--- src/rtl/mf3_pkg.sv ---
// ----------------------------------------------------------------------------
// mf3_pkg: shared types and constants of the 3x3 median filter
// Register map, reset values, queue sizing and the result position type.
// ----------------------------------------------------------------------------
package mf3_pkg;

   // default sizes handed to the top level parameters
   localparam int MAX_WIDTH_DEFAULT  = 1024;
   localparam int PIXEL_BITS_DEFAULT = 8;

   // rank of the median among nine sorted values
   localparam int MEDIAN_RANK = 4;

   // smallest frame side that the counters accept
   localparam int MIN_SIDE = 3;

   // queue between front and back
   localparam int QUEUE_DEPTH = 4;
   localparam int QPTR_BITS   = $clog2(QUEUE_DEPTH);
   localparam int LEVEL_BITS  = $clog2(QUEUE_DEPTH + 1);

   // register indexes (byte address 4*index)
   localparam logic REG_IMAGE_WIDTH  = 1'b0;
   localparam logic REG_IMAGE_HEIGHT = 1'b1;

   // register reset values
   localparam logic [10:0] IMAGE_WIDTH_RESET  = 11'd640;
   localparam logic [15:0] IMAGE_HEIGHT_RESET = 16'd480;

   // frame geometry as seen by the front
   typedef struct packed {
      logic [10:0] image_width;
      logic [15:0] image_height;
   } cfg_type;

   // position tag of one result
   typedef struct packed {
      logic [9:0]  column;
      logic [15:0] row;
   } pos_type;

endpackage

--- src/rtl/mf3_back.sv ---
// ----------------------------------------------------------------------------
// mf3_back: pipelined median network and result register
// Nineteen compare-exchange cells in three registered stages select the
// fifth smallest pixel; the whole pipeline holds while a result waits.
// ----------------------------------------------------------------------------
module mf3_back #(
   parameter int PIXEL_BITS = mf3_pkg::PIXEL_BITS_DEFAULT
) (
   input  logic                       clock,
   input  logic                       reset,
   input  logic                       head_valid,
   input  logic [8:0][PIXEL_BITS-1:0] head_pixels,
   input  mf3_pkg::pos_type           head_pos,
   output logic                       pop,
   output logic                       rsp_tvalid,
   input  logic                       rsp_tready,
   output logic [7:0]                 median_value,
   output mf3_pkg::pos_type           median_pos
);

   typedef logic [8:0][PIXEL_BITS-1:0] nine_type;

   nine_type         st1_ff, st2_ff;
   mf3_pkg::pos_type pos1_ff, pos2_ff, pos_out_ff;
   logic             v1_ff, v2_ff, out_valid_ff;
   logic [7:0]       median_ff;
   logic             advance;
   nine_type         st3;
   logic [15:0]      median_wide;

   // put the smaller value at a and the larger at b
   function automatic nine_type sort_pair(nine_type v, int a, int b);
      logic [PIXEL_BITS-1:0] lo_v;
      logic [PIXEL_BITS-1:0] hi_v;
      lo_v = (v[a] < v[b]) ? v[a] : v[b];
      hi_v = (v[a] < v[b]) ? v[b] : v[a];
      v[a] = lo_v;
      v[b] = hi_v;
      return v;
   endfunction

   // sort each column triple
   function automatic nine_type net_head(nine_type v);
      nine_type t;
      t = v;
      t = sort_pair(t, 1, 2);
      t = sort_pair(t, 4, 5);
      t = sort_pair(t, 7, 8);
      t = sort_pair(t, 0, 1);
      t = sort_pair(t, 3, 4);
      t = sort_pair(t, 6, 7);
      t = sort_pair(t, 1, 2);
      t = sort_pair(t, 4, 5);
      t = sort_pair(t, 7, 8);
      return t;
   endfunction

   // merge across columns
   function automatic nine_type net_mid(nine_type v);
      nine_type t;
      t = v;
      t = sort_pair(t, 0, 3);
      t = sort_pair(t, 5, 8);
      t = sort_pair(t, 4, 7);
      t = sort_pair(t, 3, 6);
      t = sort_pair(t, 1, 4);
      t = sort_pair(t, 2, 5);
      t = sort_pair(t, 4, 7);
      return t;
   endfunction

   // settle the middle element
   function automatic nine_type net_tail(nine_type v);
      nine_type t;
      t = v;
      t = sort_pair(t, 4, 2);
      t = sort_pair(t, 6, 4);
      t = sort_pair(t, 4, 2);
      return t;
   endfunction

   // stall everything only while a result is held and not taken
   assign advance = !out_valid_ff || rsp_tready;
   assign pop     = head_valid && advance;

   assign st3         = net_tail(st2_ff);
   assign median_wide = 16'(st3[mf3_pkg::MEDIAN_RANK]);

   always_ff @(posedge clock) begin
      if (reset) begin
         v1_ff        <= 1'b0;
         v2_ff        <= 1'b0;
         out_valid_ff <= 1'b0;
      end else if (advance) begin
         v1_ff        <= pop;
         v2_ff        <= v1_ff;
         out_valid_ff <= v2_ff;
      end
   end

   // payload stages
   always_ff @(posedge clock) begin
      if (advance) begin
         st1_ff     <= net_head(head_pixels);
         pos1_ff    <= head_pos;
         st2_ff     <= net_mid(st1_ff);
         pos2_ff    <= pos1_ff;
         median_ff  <= median_wide[7:0];
         pos_out_ff <= pos2_ff;
      end
   end

   assign rsp_tvalid   = out_valid_ff;
   assign median_value = median_ff;
   assign median_pos   = pos_out_ff;

endmodule

--- config.mk ---
export PLATFORM = sky130hd
export DESIGN_NAME = mf3_back
export DESIGN_NICKNAME = d
export VERILOG_FILES = /design/src/rtl/mf3_pkg.sv /design/src/rtl/mf3_back.sv
export SDC_FILE = /design/constraint.sdc
export NUM_CORES = 1
export LEC_CHECK = 0
export BUFFER_PORTS_ARGS = -buffer_cell sky130_fd_sc_hd__buf_2
export CAP_MARGIN = 25
export CORE_ASPECT_RATIO = 0.7
export CORE_UTILIZATION = 35
export DETAILED_ROUTE_END_ITERATION = 7
export GPL_TIMING_DRIVEN = 0
export PLACE_DENSITY = 0.52
export SYNTH_ARGS = -nofsm -noshare
export SYNTH_HDL_FRONTEND = slang
export SYNTH_SLANG_ARGS = --single-unit
--- constraint.sdc ---
create_clock -name clock -period 9.2 [get_ports clock]
set_clock_uncertainty 0.05 [all_clocks]
set_input_delay 0.92 -clock clock [delete_from_list [all_inputs] [get_ports clock]]
set_output_delay 0.92 -clock clock [all_outputs]
set_load 0.1 [all_outputs]
== After elaboration in Yosys (flattened, before gate mapping) ==
Index checks and enable logic that the tools add are counted.

* Output and inout port bits: 36
* Flip-flop bits (word level): 185
* Input bits: 102
* Word-level logic and storage cells: 74

* $lt $le $gt $ge: 19
* Muxes and demuxes: 30
* Reductions and logical operators: 3

{| class="wikitable"
|+ Operator list
! kind !! count
|-
| $mux 8 || 30
|-
| $lt 8x8->1 || 19
|-
| $logic_and 1x1->1 || 1
|-
| $logic_not 1->1 || 1
|-
| $logic_or 1x1->1 || 1
|}

== Depth between registers and ports, before layout ==
* Depth in word-level cells: 6
* Depth in mapped cells: 30
* Gate-level depth less buffers: 27

== Worst setup path after synthesis ==
Ideal clock, no wire load.

* Path kind: input -> output
* Start: input port rsp_tready
* End: output port pop
* Path slack: 973 ps
* Buffers on the path: 1
* Arrival: 7257 ps
* Required time: 8230 ps
* Stages: 3
* Cells stage by stage: nand2b_1 > clkbuf_1 > and2_1

* Cells in the longest elaborated chain, start to end: 2

{| class="wikitable"
|+ RTL lines
! what !! RTL line !! text
|-
| from (decl) || mf3_back.sv:16 || <nowiki>input logic rsp_tready,</nowiki>
|-
| $logic_or 1x1->1 || mf3_back.sv:83 || <nowiki>assign advance = !out_valid_ff || rsp_tready;</nowiki>
|-
| $logic_and 1x1->1 || mf3_back.sv:84 || <nowiki>assign pop = head_valid && advance;</nowiki>
|-
| to (decl) || mf3_back.sv:14 || <nowiki>output logic pop,</nowiki>
|}

No other way between the ends.

== Worst setup path in the final report ==
* Start: input port head_pixels[18] (netlist bit)
* End: register st1_ff[18] (netlist bit) (data pin)

* Cells in the longest elaborated chain, start to end: 6
* Elaborated cells between the ends (all ways): 7
* Classes of those cells: 3 x order compare; 4 x mux

{| class="wikitable"
|+ RTL lines
! what !! RTL line !! text
|-
| from (decl) || mf3_back.sv:12 || <nowiki>input logic [8:0][PIXEL_BITS-1:0] head_pixels,</nowiki>
|-
| $lt 8x8->1 || mf3_back.sv:35, mf3_back.sv:36 ||
|-
| $mux 8 || mf3_back.sv:35 || <nowiki>lo_v = (v[a] < v[b]) ? v[a] : v[b];</nowiki>
|-
| $lt 8x8->1 || mf3_back.sv:36 || <nowiki>hi_v = (v[a] < v[b]) ? v[b] : v[a];</nowiki>
|-
| $mux 8 || mf3_back.sv:36 ||
|-
| $lt 8x8->1 || mf3_back.sv:36 ||
|-
| $mux 8 (*) || mf3_back.sv:36 ||
|-
| to (signal assigned) || mf3_back.sv:104 || <nowiki>st1_ff <= net_head(head_pixels);</nowiki>
|-
| to (decl) || mf3_back.sv:23 || <nowiki>nine_type st1_ff, st2_ff;</nowiki>
|}

Mark *: on every way between the ends. The rest lies on a longest branch, timed or not.
A chain may end at the register's enable or synchronous reset.

==> metrics.md <==
| Metric | Value |
|---|---|
| Filler cell count | `3185` |
| YS warnings | `0` |
| Post-CTS sizing | `0` |
| Pleak | `6.37 nW` |
| P_int | `around 3.1 mW` |
| Vias per Instance | `5.04` |
| Reg power frac | `between 20% and 30%` |
| Post-synth cell types | `67` |
| Average cell area after synthesis | `11.0 µm²` |
| Measured slew at the worst slew-check pin | `slightly below 1000 ps` |
| Final-stage net count | `around 1500` |
| Met1 usage in global routing | `24.3%` |
| Worst VDD drop | `0.000217 V` |
| Num CTS Buffers | `17` |
| Count of flip-flops with a built-in enable after synthesis | `182` |
| Initial antenna violation count | `0` |
| Die area | `34900 µm²` |
| Placed cell count | `around 1700` |
| I/O pins | `138` |
| Critical path class | `in -> reg` |
| Pins over their slew limit | `0` |
| Pwr Density | `397 nW/µm²` |
| Net Sw Frac | `44.0%` |
| Die height | `157 µm` |
| GR Layer Usage met3 | `3.36%` |
| Met2 Track Usage GR | `22.7%` |
| CTS tree | `built` |
| Layout cell share with drive strength beyond 1 | `roughly a fifth` |
| Final wirelength | `27700 µm` |
| Crit path DAT | `7340 ps` |
| Drt pass-1 iters | `5` |
| Mapped Cells | `1081` |
| Skew-Pair Late Insertion Delay | `440 ps` |
| Clock Power Share | `13.0%` |
| Area delta synth->final | `15.6%` |
| Vias in the first global route | `about 7900` |
| # hold bufs at CTS | `0` |
| CP Launch Type | `primary input` |
| Mapped Nets | `1313` |
| CTS Sinks | `around 190` |
| Util after Layout | `41.1%` |
| Register area | `5530 µm²` |
| Final ANT Viol Nets | `0` |
| #FFs+latches synth | `roughly 190` |
| Status | `completed` |
| Worst setup EP type | `flop` |
| Worst hold path type | `reg -> reg` |
| Commonest non-fill, non-tap cell in the layout | `edfxtp_1` |
| Crit path top cell by count | `buf_2` |
| First-pass GRT wire length | `43200 µm` |
| Setup bufs post-CTS | `0` |
| Core area | `33600 µm²` |
| Multi-input gate area | `between 5000 and 6000 µm²` |
| Family with the most delay on the worst path | `compound AO/OA/AOI/OAI gates` |
| Root buf cell | `clkbuf_16` |
| Fmax | `between 100 and 150 MHz` |
| Hold Fails Final Rpt | `0` |
| RSZ-0062 raised after global routing | `no` |
| Final setup vio count | `0` |
| Routability cong. | `0.919` |
| Final HPWL DP | `between 20000 and 25000 µm` |
| Max-cap check violation count | `0` |
| Clk buf depth | `2` |
| Synth Cell Area | `11900 µm²` |
| Max incr delay on CP | `between 400 and 500 ps` |
| Asr flop ratio synth | `0%` |
| Ant. Diodes | `0` |
| Non-Filler Instances | `1687` |
| Total Routing Usage GR | `16.1%` |
| Sw Pwr | `2.41 mW` |
| Clock transition at path regs | `~70 ps` |
| Crit path max fanout | `10` |
| Comb power frac | `60.2%` |
| Grt peak-use layer | `met1` |
| 1st-iter DRT viols | `484` |
| Pin count of the biggest net entering global routing | `69` |
| Ys flop type | `edfxtp_1` |
| DR DRC count | `0` |
| # H-tree levels | `4` |
| WP buf/inv | `7` |
| Slowest cell on crit path | `clkbuf_1` |
| Relative slew slack | `35.5%` |
| Tcrit/Tclk final | `77.3%` |
| Remaining global-route overflow | `0` |
| Row cnt | `56` |
| Sequential fraction of the synthesis area | `46.3%` |
| Most frequent cells in the layout | `edfxtp_1, buf_2, ha_1` |
| Via count | `8507` |
| I/O Buffers | `137` |
| Fin crit period | `7110 ps` |
| Initial Util | `between 30% and 40%` |
| Crit path required time | `9430 ps` |
| Die width | `223 µm` |
| Wirelength per Cell | `between 15 and 20 µm` |
[path summary, 6_finish.rpt]
path | start | to | slack, ps | cells after the start
min reg2reg | pos2_ff[11] | median_pos[11] | 370 | 0
max reg2reg | st2_ff[32] | median_value[5] | 2240 | 28
min | pos2_ff[11] | median_pos[11] | 370 | 0
max | head_pixels[18] | st1_ff[18] | 2090 | 28
[through the flow]
stage               power, mW  area [µm²]  hold WS (ps)  setup slack [ps]  TNS, ps
finish                   5.48       13800           365              2090        0
global route             5.98       13800           377              1580        0
CTS                      5.52       13800           361              2230        0
detailed placement       4.76       13200           355              1800        0
global placement         4.75       13200           350              -891     -891
floorplan                3.98       11900           350               973        0
[metal layers]
layer,part of all wire [%],vias to the layer above
met4,1.7,0
met1,52,3966
met5,0,-
met2,42,180
met3,4.5,16
li1,-,4345
[cells in the mapped netlist, types with 4 or more instances]
master,n,share of area (%)
a211oi_1,7,0.44
a21o_1,46,2.9
a21oi_1,97,4.1
a31oi_1,5,0.26
buf_2,6,0.25
clkbuf_1,18,0.57
edfxtp_1,182,46
ha_1,130,14
inv_1,110,3.5
mux2_2,41,3.9
mux2i_1,91,7.6
nand2_1,42,1.3
nand2b_1,11,0.58
nand3_1,9,0.38
nand4_1,13,0.68
nor2_1,106,3.3
nor2b_1,10,0.52
nor3_1,8,0.34
nor3b_1,6,0.38
o2111ai_1,6,0.44
o211ai_1,12,0.75
o21a_1,14,0.88
o21ai_0,37,1.6
o21ai_1,4,0.17
or2_2,4,0.21
or3_1,6,0.31
[area by class of cell]
class                   count  share of cell area [%]
repair buffers            139                    5.37
flip-flops and latches    185                    40.0
well taps                 435                    3.94
clock inverters            14                    1.01
inverters                 110                    2.99
plain buffers              28                    1.01
multi-input cells         758                    42.5
clock buffers              18                    3.11
[sequential cells by signal, summed over array words and instances (netlist names)]
signal,flops
median_value,8
rsp_tvalid,1
pos1_ff,26
v1_ff,1
v2_ff,1
median_pos,26
st1_ff,72
st2_ff,24
pos2_ff,26
[kinds of logic (layout without fill, tap and decap cells)]
kind of cell / Yosys count / in the layout / synth area share (%)
simple gates: 228 / 228 / 8.97
flops: 185 / 185 / 46.3
buf+inv: 138 / 309 / 4.59
compound gates: 264 / 264 / 14.7
xor+xnor: 1 / 1 / 0.0734
fa+ha+maj: 132 / 132 / 13.8
mux: 133 / 133 / 11.6
[power groups by stage]
stage / clock [mW] / sequential (mW) / combinational, mW
after global routing: 0.767 / 1.50 / 3.71
after CTS: 0.734 / 1.47 / 3.31
after global placement: 0 / 1.49 / 3.26
after detailed placement: 0 / 1.49 / 3.28
after floorplan: 0 / 1.62 / 2.36
final: 0.712 / 1.47 / 3.30
Power figures use the tool's default switching activity.
