### config.mk
export PLATFORM = sky130hd
export DESIGN_NAME = mf3_queue
export DESIGN_NICKNAME = d
export VERILOG_FILES = /design/src/rtl/mf3_pkg.sv /design/src/rtl/mf3_queue.sv
export SDC_FILE = /design/constraint.sdc
export NUM_CORES = 1
export LEC_CHECK = 0
export BUFFER_PORTS_ARGS = -buffer_cell sky130_fd_sc_hd__buf_2
export CAP_MARGIN = 5
export CORE_MARGIN = 2
export CORE_UTILIZATION = 50
export CTS_BUF_LIST = sky130_fd_sc_hd__clkbuf_16
export CTS_CLUSTER_SIZE = 25
export DETAILED_ROUTE_END_ITERATION = 7
export PLACE_DENSITY = 0.79
export SETUP_SLACK_MARGIN = 0.4
export SYNTH_ARGS = -nofsm -noshare
export SYNTH_HDL_FRONTEND = slang
export SYNTH_SLANG_ARGS = --single-unit
### constraint.sdc
create_clock -name clock -period 5.65 [get_ports clock]
set_input_delay 0.565 -clock clock [delete_from_list [all_inputs] [get_ports clock]]
set_output_delay 0.565 -clock clock [all_outputs]
set_load 0.02 [all_outputs]
### src/rtl/mf3_pkg.sv
// ----------------------------------------------------------------------------
// mf3_pkg: shared types and constants of the 3x3 median filter
// Register map, reset values, queue sizing and the result position type.
// ----------------------------------------------------------------------------
package mf3_pkg;

   // default sizes handed to the top level parameters
   localparam int MAX_WIDTH_DEFAULT  = 1024;
   localparam int PIXEL_BITS_DEFAULT = 8;

   // rank of the median among nine sorted values
   localparam int MEDIAN_RANK = 4;

   // smallest frame side that the counters accept
   localparam int MIN_SIDE = 3;

   // queue between front and back
   localparam int QUEUE_DEPTH = 4;
   localparam int QPTR_BITS   = $clog2(QUEUE_DEPTH);
   localparam int LEVEL_BITS  = $clog2(QUEUE_DEPTH + 1);

   // register indexes (byte address 4*index)
   localparam logic REG_IMAGE_WIDTH  = 1'b0;
   localparam logic REG_IMAGE_HEIGHT = 1'b1;

   // register reset values
   localparam logic [10:0] IMAGE_WIDTH_RESET  = 11'd640;
   localparam logic [15:0] IMAGE_HEIGHT_RESET = 16'd480;

   // frame geometry as seen by the front
   typedef struct packed {
      logic [10:0] image_width;
      logic [15:0] image_height;
   } cfg_type;

   // position tag of one result
   typedef struct packed {
      logic [9:0]  column;
      logic [15:0] row;
   } pos_type;

endpackage

### src/rtl/mf3_queue.sv
// ----------------------------------------------------------------------------
// mf3_queue: short window queue between front and back
// Register-based FIFO that lets the front keep taking pixels while the
// result side stalls.
// ----------------------------------------------------------------------------
module mf3_queue #(
   parameter int PIXEL_BITS = mf3_pkg::PIXEL_BITS_DEFAULT
) (
   input  logic                           clock,
   input  logic                           reset,
   input  logic                           push,
   input  logic [8:0][PIXEL_BITS-1:0]     push_pixels,
   input  mf3_pkg::pos_type               push_pos,
   input  logic                           pop,
   output logic                           head_valid,
   output logic [8:0][PIXEL_BITS-1:0]     head_pixels,
   output mf3_pkg::pos_type               head_pos,
   output logic [mf3_pkg::LEVEL_BITS-1:0] level
);

   localparam int PW = mf3_pkg::QPTR_BITS;
   localparam int LW = mf3_pkg::LEVEL_BITS;
   localparam logic [PW-1:0] LAST = PW'(mf3_pkg::QUEUE_DEPTH - 1);

   logic [8:0][PIXEL_BITS-1:0] pix_ff [mf3_pkg::QUEUE_DEPTH];
   mf3_pkg::pos_type           pos_ff [mf3_pkg::QUEUE_DEPTH];
   logic [PW-1:0]              wr_ptr_ff, wr_ptr_in;
   logic [PW-1:0]              rd_ptr_ff, rd_ptr_in;
   logic [LW-1:0]              count_ff, count_in;

   // advance pointers and fill level
   always_comb begin
      wr_ptr_in = wr_ptr_ff;
      rd_ptr_in = rd_ptr_ff;
      count_in  = count_ff;
      if (push) begin
         wr_ptr_in = (wr_ptr_ff == LAST) ? '0 : wr_ptr_ff + PW'(1);
      end
      if (pop) begin
         rd_ptr_in = (rd_ptr_ff == LAST) ? '0 : rd_ptr_ff + PW'(1);
      end
      if (push && !pop) begin
         count_in = count_ff + LW'(1);
      end else if (pop && !push) begin
         count_in = count_ff - LW'(1);
      end
   end

   always_ff @(posedge clock) begin
      if (reset) begin
         wr_ptr_ff <= '0;
         rd_ptr_ff <= '0;
         count_ff  <= '0;
      end else begin
         wr_ptr_ff <= wr_ptr_in;
         rd_ptr_ff <= rd_ptr_in;
         count_ff  <= count_in;
      end
   end

   // store the pushed window
   always_ff @(posedge clock) begin
      if (push) begin
         pix_ff[wr_ptr_ff] <= push_pixels;
         pos_ff[wr_ptr_ff] <= push_pos;
      end
   end

   assign head_valid  = (count_ff != '0);
   assign head_pixels = pix_ff[rd_ptr_ff];
   assign head_pos    = pos_ff[rd_ptr_ff];
   assign level       = count_ff;

endmodule

# Yosys cells after proc, flatten, opt, wreduce, memory -nomap -nowiden
# Memories as Yosys holds them, arrays and structs flattened. A register that Yosys moved wholly into a read port is not among the register bits.
# Cells that the tools add are included.
word_totals:
  latch_bits: 0
  ff_bits: 7
  ramBits: 392
  inputBits: 102
  out_inout_bits: 102
  memories: 2
  mem_bits_ro: 0
op_classes:
  bitwise: 0
  eq_ne: 2
  add_sub_neg: 4
  n_mux: 10
  multipliers: 0
  n_div: 0
  n_reduce_logical: 6
  n_shift: 0
  n_lt_le_gt_ge: 0
mem_list:
  columns: ["memory", "words", "word_bits", "rd", "rd_ports_with_merged_regs", "write_ports", "line", "source"]
  rows:
  - ["pix_ff", 4, 72, 1, 1, 1, "mf3_queue.sv:25", "logic [8:0][PIXEL_BITS-1:0] pix_ff [mf3_pkg::QUEUE_DEPTH];"]
  - ["pos_ff", 4, 26, 1, 1, 1, "mf3_queue.sv:26", "mf3_pkg::pos_type pos_ff [mf3_pkg::QUEUE_DEPTH];"]
ops:
  columns: ["op", "n"]
  rows:
  - ["$mux 2", 6]
  - ["$mux 3", 2]
  - ["$add 2x1->2 const B", 2]
  - ["$eq 2x2->1 const B", 2]
  - ["$add 3x1->3 const B", 1]
  - ["$reduce_bool 3->1", 1]
  - ["$sub 3x1->3 const B", 1]
  - ["$logic_and 1x1->1", 2]
  - ["$logic_not 1->1", 2]
  - ["$mux 1", 2]
  - ["$reduce_bool 2->1", 1]

# Depth between registers and ports, before layout
# Gate-level depths: netlist of the first run.
depth:
  word_depth: 4
  ltp_mapped: 7
  ltp_nobuf: 7

# Worst setup path before layout of the first run
# OpenSTA, ideal clock, no wires.
synth_path:
  kind: "input-to-reg"
  startpoint: "in push"
  endpoint: "mem pix_ff[0][0] (netlist name) (enable)"
  stages: 1
  n_path_buf: 0
  slack_ns: 2.353
  required_ns: 5.182
  arrival_ns: 2.829
  cell_sequence: "and2_1"
synth_via:
  elab_chain_len: 2
synth_lines:
  columns: ["item", "line", "source"]
  rows:
  - ["from (decl)", "mf3_queue.sv:11", "input logic push,"]
  - ["$mux 1", "mf3_queue.sv:63", "if (push) begin"]
  - ["$mux 1 (implied by the code)", "mf3_queue.sv:64", "pix_ff[wr_ptr_ff] <= push_pixels;"]
  - ["to (decl)", "mf3_queue.sv:25", null]
# No other way between the ends.

==> qor.csv, run 1 <==
stage;metric;value;unit
status;result of the run;finished, final reports clean;
synth;number of synthesized register bits;401;
setup_path;capture instance of the worst register-to-register path;pos_ff[2][3]$_DFFE_PP_;
sta;largest clock skew in the final design;0.006049;ns
setup_path;FF-to-FF path depth;4;
cells_and_area;Fillers;2004;
power_and_ir_drop;maximum resistive drop on vdd;0.3716;mV
clock_network;number of H-tree levels;2;
die;Die Wd;174.6;um
sta;final slew viol count;0;
setup_path;Crit path required time;5.09;ns
synth;mean area per synthesized cell;26.22;um2
drt;total routed wirelength;26.71;mm
place;half-perimeter wire length after detailed placement;15.28;mm
clock_network;number of hold buffers added after CTS;0;
setup_path;cell type of the slowest stage on the worst timing path;dfxtp_4;
cells_and_area;area used by multi-input combinational logic;2456;um2
die;total number of placement rows;62;
drt;ANT nets after route;0;
hold_path;type of the worst min-delay path;input port to register;
synth;Synth Net Count;664;
synth;post-synthesis instance area;14550;um2
synth;commonest cells in the netlist;edfxtp_1 (392), mux4_2 (98), buf_2 (11);
drt;vias post-DR;6564;
sta;setup repair after global routing missed its margin;false;
place;GPL Wtd Cong;0.6961;
setup_path;logic depth of the worst path, buffers included;3;
drt;Initial DRC Count;541;
cells_and_area;area added between synthesis and finish;19.06;%
sta;hold violation total from the final report;0;
clock_network;Clock Latency Late Sink;0.52;ns
synth;number of distinct library cells after synthesis;18;
cells_and_area;core utilization of the finished layout;60.35;%
cells_and_area;Layout Cell Area excl Fill;17320;um2
sta;final critical path time including I/O delays and setup;3.317;ns
setup_path;launch instance of the worst register-to-register path;wr_ptr_ff[0]$_SDFFE_PP0P_;
grt;overall track demand over capacity in global routing;17.65;%
job;max_cap viols;0;
synth;Primary FF master, synth;edfxtp_1;
grt;number of antenna violations at the first check in global routing;6;
cells_and_area;proportion of layout cells with a drive suffix above 1;45.26;%
setup_path;count of buffer and inverter cells on the critical path;2;
sta;Total Neg Setup Slack;0;ns
synth;cell with the most instances after synthesis;edfxtp_1;
die;area of the die;30480;um2
die;io pins;204;
grt;global-route wire length before repair;40.48;mm
synth;number of enable flip-flop cells after synthesis;392;
synth;largest area contributor in the netlist;edfxtp_1;
sta;slew margin rel.;25.29;%
setup_path;capturing element of the worst setup path;head_pixels[7];
synth;sequential fraction of the synthesis area;82.14;%
place;IO Port Bufs;203;
clock_network;number of CTS-inserted buffers;40;
setup_path;CP Class;register to output pin;
setup_path;kind of capture point of the worst setup path;output pin;
clock_network;clock tree from TritonCTS;built;
die;placeable core area;28700;um2
drt;drt drc;0;
setup_path;worst-path maximum fanout;59;
clock_network;number of buffers added for setup after CTS;0;
setup_path;startpoint type of the worst setup path;register;
die;Die H;174.6;um
setup_path;register-to-register setup slack;3.23;ns
grt;pin count of the biggest net entering global routing;71;
drt;Wirelength per Cell;22.20;um
cells_and_area;number of nets at the end of the flow;893;
grt;GR Overflow Total;0;
clock_network;number of clock sinks;401;
drt;average via count per standard cell;5.456;
sta;top achievable clock speed;301.5;MHz
clock_network;maximum clock insertion buffer count;3;
power_and_ir_drop;Static Leak;0.005868;uW
synth;Post-synth ARST share;0;%
clock_network;Clock Pin Slew Worst Setup and Hold Paths;0.06;ns
clock_network;CTS root buf;clkbuf_16;
setup_path;family with the most delay on the worst path;flip-flops;
clock_network;post-cts repair resize count;0;
place;standard cell area after detailed placement;15980;um2
sta;final period utilization;58.71;%
drt;router iterations before antenna repair;4;
grt;vias in the first global route;7037;
die;initial core utilization;50.69;%
sta;Worst Hold Slack;0.2637;ns
synth;Syn Inst Count;555;
cells_and_area;Sequential cell area;11960;um2
sta;setup violation total in the final timing report;0;
setup_path;worst path arrival time;2.75;ns
synth;top-area cell type share of the netlist area;80.90;%
sta;actual transition at the worst max-transition pin;1.121;ns
hold_path;origin of the worst min-delay path;push_pixels[13];
synth;warning count from the yosys run;0;
setup_path;worst-path cell chain;buf_12 > mux4_2 > buf_2;
power_and_ir_drop;power density over the cells;385.8;nW/um2
setup_path;Critical Path Max Stage Delay;0.88;ns
synth;cell types occupying the most area after synthesis;edfxtp_1 (81%), mux4_2 (15%), dfxtp_1 (1.2%), ha_1 (0.52%), buf_2 (0.38%);
[logic make-up (layout without fill, tap and decap cells)]
group,Yosys count,in the layout,share of synthesized area (%)
flops,401,401,82.14
xor+xnor,2,2,0.1204
fa+ha+maj,7,7,0.6535
simple gates,14,14,0.4902
other cells,0,6,0
mux,102,102,15.44
compound gates,3,3,0.1032
buf+inv,26,284,1.049
[state kept, by name, summed over array words and instances (netlist names), named ones only]
| register | cells |
|---|---|
| wr_ptr_ff | 2 |
| pos_ff | 104 |
| pix_ff | 288 |
| level | 3 |
| rd_ptr_ff | 2 |
[worst reg2reg max path, cell delays in order, from the launching register on]
cell and delay [ns]:
dfxtp_1 0.35, inv_1 0.09, ha_1 0.14, and2_4 0.83
buf_4 0.62
[through the flow]
| step | instances | setup WS, ns | power [uW] |
|---|---|---|---|
| after floorplan | 555 | 2.353 | 3903 |
| after global placement | 1126 | 2.800 | 4111 |
| after detailed placement | 1126 | 2.781 | 4132 |
| after CTS | 1197 | 2.208 | 6757 |
| after global routing | 1199 | 2.080 | 6908 |
| final | 1203 | 2.333 | 6683 |
[final cells by class]
type	instances	area share, %
diodes	6	0.08667
inverters	4	0.08667
flip-flops and latches	401	69.04
multi-input cells	128	14.18
well taps	384	2.774
clock buffers	41	5.923
clock inverters	30	1.719
repair buffers	209	6.197
[power breakdown]
group | switching (uW) | internal (uW)
clock | 1030 | 1590
combinational | 350 | 241
sequential | 58.9 | 3410
total | 1440 | 5240
[worst min path at each step]
| stage | end | slack (ns) | cells after the start |
|---|---|---|---|
| 6_report | pix_ff[2][13]$_DFFE_PP_ | 0.26 | 1 |
| 3_3_place_gp | level[2]$_SDFFE_PP0P_ | 0.48 | 2 |
| 4_1_cts | pix_ff[0][43]$_DFFE_PP_ | 0.24 | 1 |
| 5_1_grt | pix_ff[3][0]$_DFFE_PP_ | 0.24 | 1 |
| 3_5_place_dp | level[2]$_SDFFE_PP0P_ | 0.50 | 2 |
| 2_1_floorplan | register | 0.49 | 2 |
[metal layers]
metal / track usage [%] / vias to the layer above / part of all wire (%)
met3: 5.657 / 50 / 8.9
li1: - / 2859 / -
met5: 0 / - / 0.086
met2: 29.60 / 243 / 50
met1: 22.46 / 3408 / 39
met4: 4.931 / 4 / 2.1
[layout by cell type, fill, tap and decap left out]
cell / Yosys / routed
bufinv_16: 0 / 6
ha_1: 6 / 6
clkinv_4: 0 / 1
xor2_1: 2 / 2
inv_1: 4 / 13
nor2_1: 7 / 7
diode_2: 0 / 6
edfxtp_1: 392 / 392
dfxtp_4: 0 / 2
buf_2: 11 / 203
a21oi_1: 2 / 2
fa_1: 1 / 1
buf_4: 0 / 5
clkbuf_16: 0 / 41
clkinv_2: 0 / 3
clkinvlp_4: 0 / 1
o21ai_0: 1 / 1
dfxtp_1: 9 / 7
and2_4: 0 / 4
mux4_2: 98 / 98
buf_12: 0 / 1
clkinv_1: 0 / 7
nor3b_1: 1 / 1
mux2i_1: 4 / 4
or3_1: 2 / 2
inv_6: 0 / 3
(Power assumes the default switching activity.)
==> run 2, diff against run 1 <==
--- a/config.mk
+++ b/config.mk
@@ -12,7 +12,7 @@
 export CTS_BUF_LIST = sky130_fd_sc_hd__clkbuf_16
 export CTS_CLUSTER_SIZE = 25
 export DETAILED_ROUTE_END_ITERATION = 7
-export PLACE_DENSITY = 0.79
+export PLACE_DENSITY = 0.82
 export SETUP_SLACK_MARGIN = 0.4
 export SYNTH_ARGS = -nofsm -noshare
 export SYNTH_HDL_FRONTEND = slang
==> constraint.sdc (replaced) <==
create_clock -name clock -period 2.8 [get_ports clock]
set_input_delay 0.28 -clock clock [delete_from_list [all_inputs] [get_ports clock]]
set_output_delay 0.28 -clock clock [all_outputs]
set_load 0.02 [all_outputs]
==> run 2 against run 1 <==
Register-to-register slack lost 2.2 ns. Clock skew grew 0.0055 ns. Global-route usage grew 2.0 points. Via count grew 7.2%. Non-clock buffer count grew 113. Setup slack lost 1.8 ns. Cell area grew 6.7%. Critical path type unchanged.
==> qor.csv, run 2 (synthesis gave the netlist of run 1 again) <==
stage;metric;value;unit;change
status;result of the run;finished, final reports clean;;unchanged
grt;overall track demand over capacity in global routing;19.65;%;was 17.65%
die;area of the die;30480;um2;unchanged
clock_network;maximum clock insertion buffer count;3;;unchanged
setup_path;family with the most delay on the worst path;multiplexers;;was flip-flops
place;half-perimeter wire length after detailed placement;17.09;mm;was 15.28 mm
die;placeable core area;28700;um2;unchanged
sta;setup repair after global routing missed its margin;false;;unchanged
cells_and_area;top library cells by usage in the layout, fill and taps aside;edfxtp_1 (392), buf_2 (203), mux4_2 (98), dlygate4sd3_1 (98), clkbuf_16 (41);;was edfxtp_1 (392), buf_2 (203), mux4_2 (98)
drt;vias post-DR;7036;;was 6564
sta;hold violation total from the final report;0;;unchanged
die;initial core utilization;50.69;%;unchanged
cells_and_area;largest reg by FF count;pix_ff;;unchanged
power_and_ir_drop;maximum resistive drop on vdd;0.5172;mV;was 0.3716 mV
job;max_cap viols;0;;unchanged
cells_and_area;flip-flop count of the largest register, all copies and words added;288;;unchanged
grt;pin count of the biggest net entering global routing;39;;was 71
drt;drt drc;0;;unchanged
sta;Total Neg Setup Slack;0;ns;unchanged
die;io pins;204;;unchanged
setup_path;count of buffer and inverter cells on the critical path;3;;was 2
cells_and_area;leading cell type in the layout, fill and taps excluded;edfxtp_1;;unchanged
setup_path;cell type of the slowest stage on the worst timing path;mux4_2;;was dfxtp_4
setup_path;Crit path required time;2.52;ns;was 5.09 ns
sta;slew margin rel.;61.06;%;was 25.29%
cells_and_area;area added between synthesis and finish;27.05;%;was 19.06%
drt;ANT nets after route;0;;unchanged
die;total number of placement rows;62;;unchanged
setup_path;kind of capture point of the worst setup path;output pin;;unchanged
drt;average via count per standard cell;5.355;;was 5.456
sta;minimum setup slack in the final design;0.5093;ns;was 2.333 ns
drt;Wirelength per Cell;22.56;um;was 22.20 um
clock_network;number of clock sinks;401;;unchanged
grt;number of antenna violations at the first check in global routing;2;;was 6
grt;global-route wire length before repair;44.67;mm;was 40.48 mm
setup_path;worst-path cell chain;buf_12 > buf_12 > mux4_2 > buf_2;;was buf_12 > mux4_2 > buf_2
place;Worst Setup Slack post-DPL;0.6989;ns;was 2.781 ns
sta;largest clock skew in the final design;0.01159;ns;was 0.006049 ns
clock_network;CTS root buf;clkbuf_16;;unchanged
place;IO Port Bufs;203;;unchanged
sta;actual transition at the worst max-transition pin;0.5841;ns;was 1.121 ns
setup_path;critical path's most frequent cell;buf_12;;
die;Die H;174.6;um;unchanged
power_and_ir_drop;Static Leak;0.006347;uW;was 0.005868 uW
hold_path;instance count along the most critical hold path;2;;was 1
sta;top achievable clock speed;436.6;MHz;
sta;final slew viol count;0;;unchanged
place;GPL Wtd Cong;0.7065;;was 0.6961
drt;Initial DRC Count;594;;was 541
clock_network;clock tree from TritonCTS;built;;unchanged
sta;setup violation total in the final timing report;0;;unchanged
setup_path;FF-to-FF path depth;3;;was 4
setup_path;CP Class;register to output pin;;unchanged
cells_and_area;proportion of layout cells with a drive suffix above 1;41.59;%;was 45.26%
grt;vias in the first global route;7627;;was 7037
sta;final critical path time including I/O delays and setup;2.291;ns;
setup_path;worst-path maximum fanout;30;;was 59
clock_network;number of CTS-inserted buffers;41;;was 40
power_and_ir_drop;total power after layout;13340;uW;was 6683 uW
hold_path;type of the worst min-delay path;input port to register;;unchanged
grt;GR Overflow Total;0;;unchanged
sta;Worst Hold Slack;0.05895;ns;was 0.2637 ns
power_and_ir_drop;power density over the cells;721.6;nW/um2;was 385.8 nW/um2
setup_path;worst path arrival time;2.01;ns;was 2.75 ns
clock_network;Clock Latency Late Sink;0.52;ns;about the same
setup_path;Critical Path Max Stage Delay;0.57;ns;was 0.88 ns
drt;router iterations before antenna repair;5;;was 4
drt;total routed wirelength;29.64;mm;was 26.71 mm
cells_and_area;Fillers;1896;;was 2004
setup_path;logic depth of the worst path, buffers included;4;;was 3
sta;final period utilization;81.81;%;
die;Die Wd;174.6;um;unchanged
clock_network;Clock Pin Slew Worst Setup and Hold Paths;0.06;ns;about the same
cells_and_area;number of nets at the end of the flow;1007;;was 893
clock_network;number of H-tree levels;2;;unchanged
setup_path;startpoint type of the worst setup path;register;;unchanged
-- run 2: layout make-up --
| class | count | area, um2 | share of cell area, % |
|---|---|---|---|
| Multi-Input combinational cell | 128 | 2456 | 13.29 |
| Clock inverter | 32 | 203.9 | 1.103 |
| Clock buffer | 41 | 1026 | 5.550 |
| Antenna cell | 2 | 5.005 | 0.02707 |
| Sequential cell | 401 | 11960 | 64.69 |
| Tap cell | 384 | 480.5 | 2.599 |
| Timing Repair Buffer | 322 | 2341 | 12.66 |
| Inverter | 4 | 15.01 | 0.08122 |
-- run 2: worst paths after layout --
check	from	slack (ns)	endpoint
max reg2reg	wr_ptr_ff[0]$_SDFFE_PP0P_	1.03	pix_ff[3][19]$_DFFE_PP_
min	reset	0.06	level[0]$_SDFFE_PP0P_
max	register	0.51	head_pixels[2]
min reg2reg	rd_ptr_ff[1]$_SDFFE_PP0P_	0.56	rd_ptr_ff[1]$_SDFFE_PP0P_
-- run 2: stage by stage --
stage	area [um2]	util, %	instances
finish	18490	64.41	1314
global route	18490	64.41	1314
CTS	18480	64.39	1312
detailed placement	16220	56.50	1137
global placement	16220	56.50	1137
floorplan	14560	-	555
-- run 2: per-layer routing --
layer  up-vias  share of wire [%]  global-route usage (%)
met5         -                  0                       0
met4         0                1.9                   5.174
met3        50                6.8                   4.482
met2       277                 51                   33.86
met1      3626                 40                   25.57
li1       3083                  -                       -
-- run 2: what timing repair did --
item                       CTS  global route
hold buffers                98             0
gates resized for setup      1             0
buffers inserted             4             0
setup endpoints to repair   82             0
hold endpoints to repair   389             0
-- run 2: where the power goes --
group          switching (uW)  internal, uW  total (uW)
registers                81.5          6880        6960
logic                     800           624        1420
clock network            2110          2850        4960
total                    2990         10300       13300
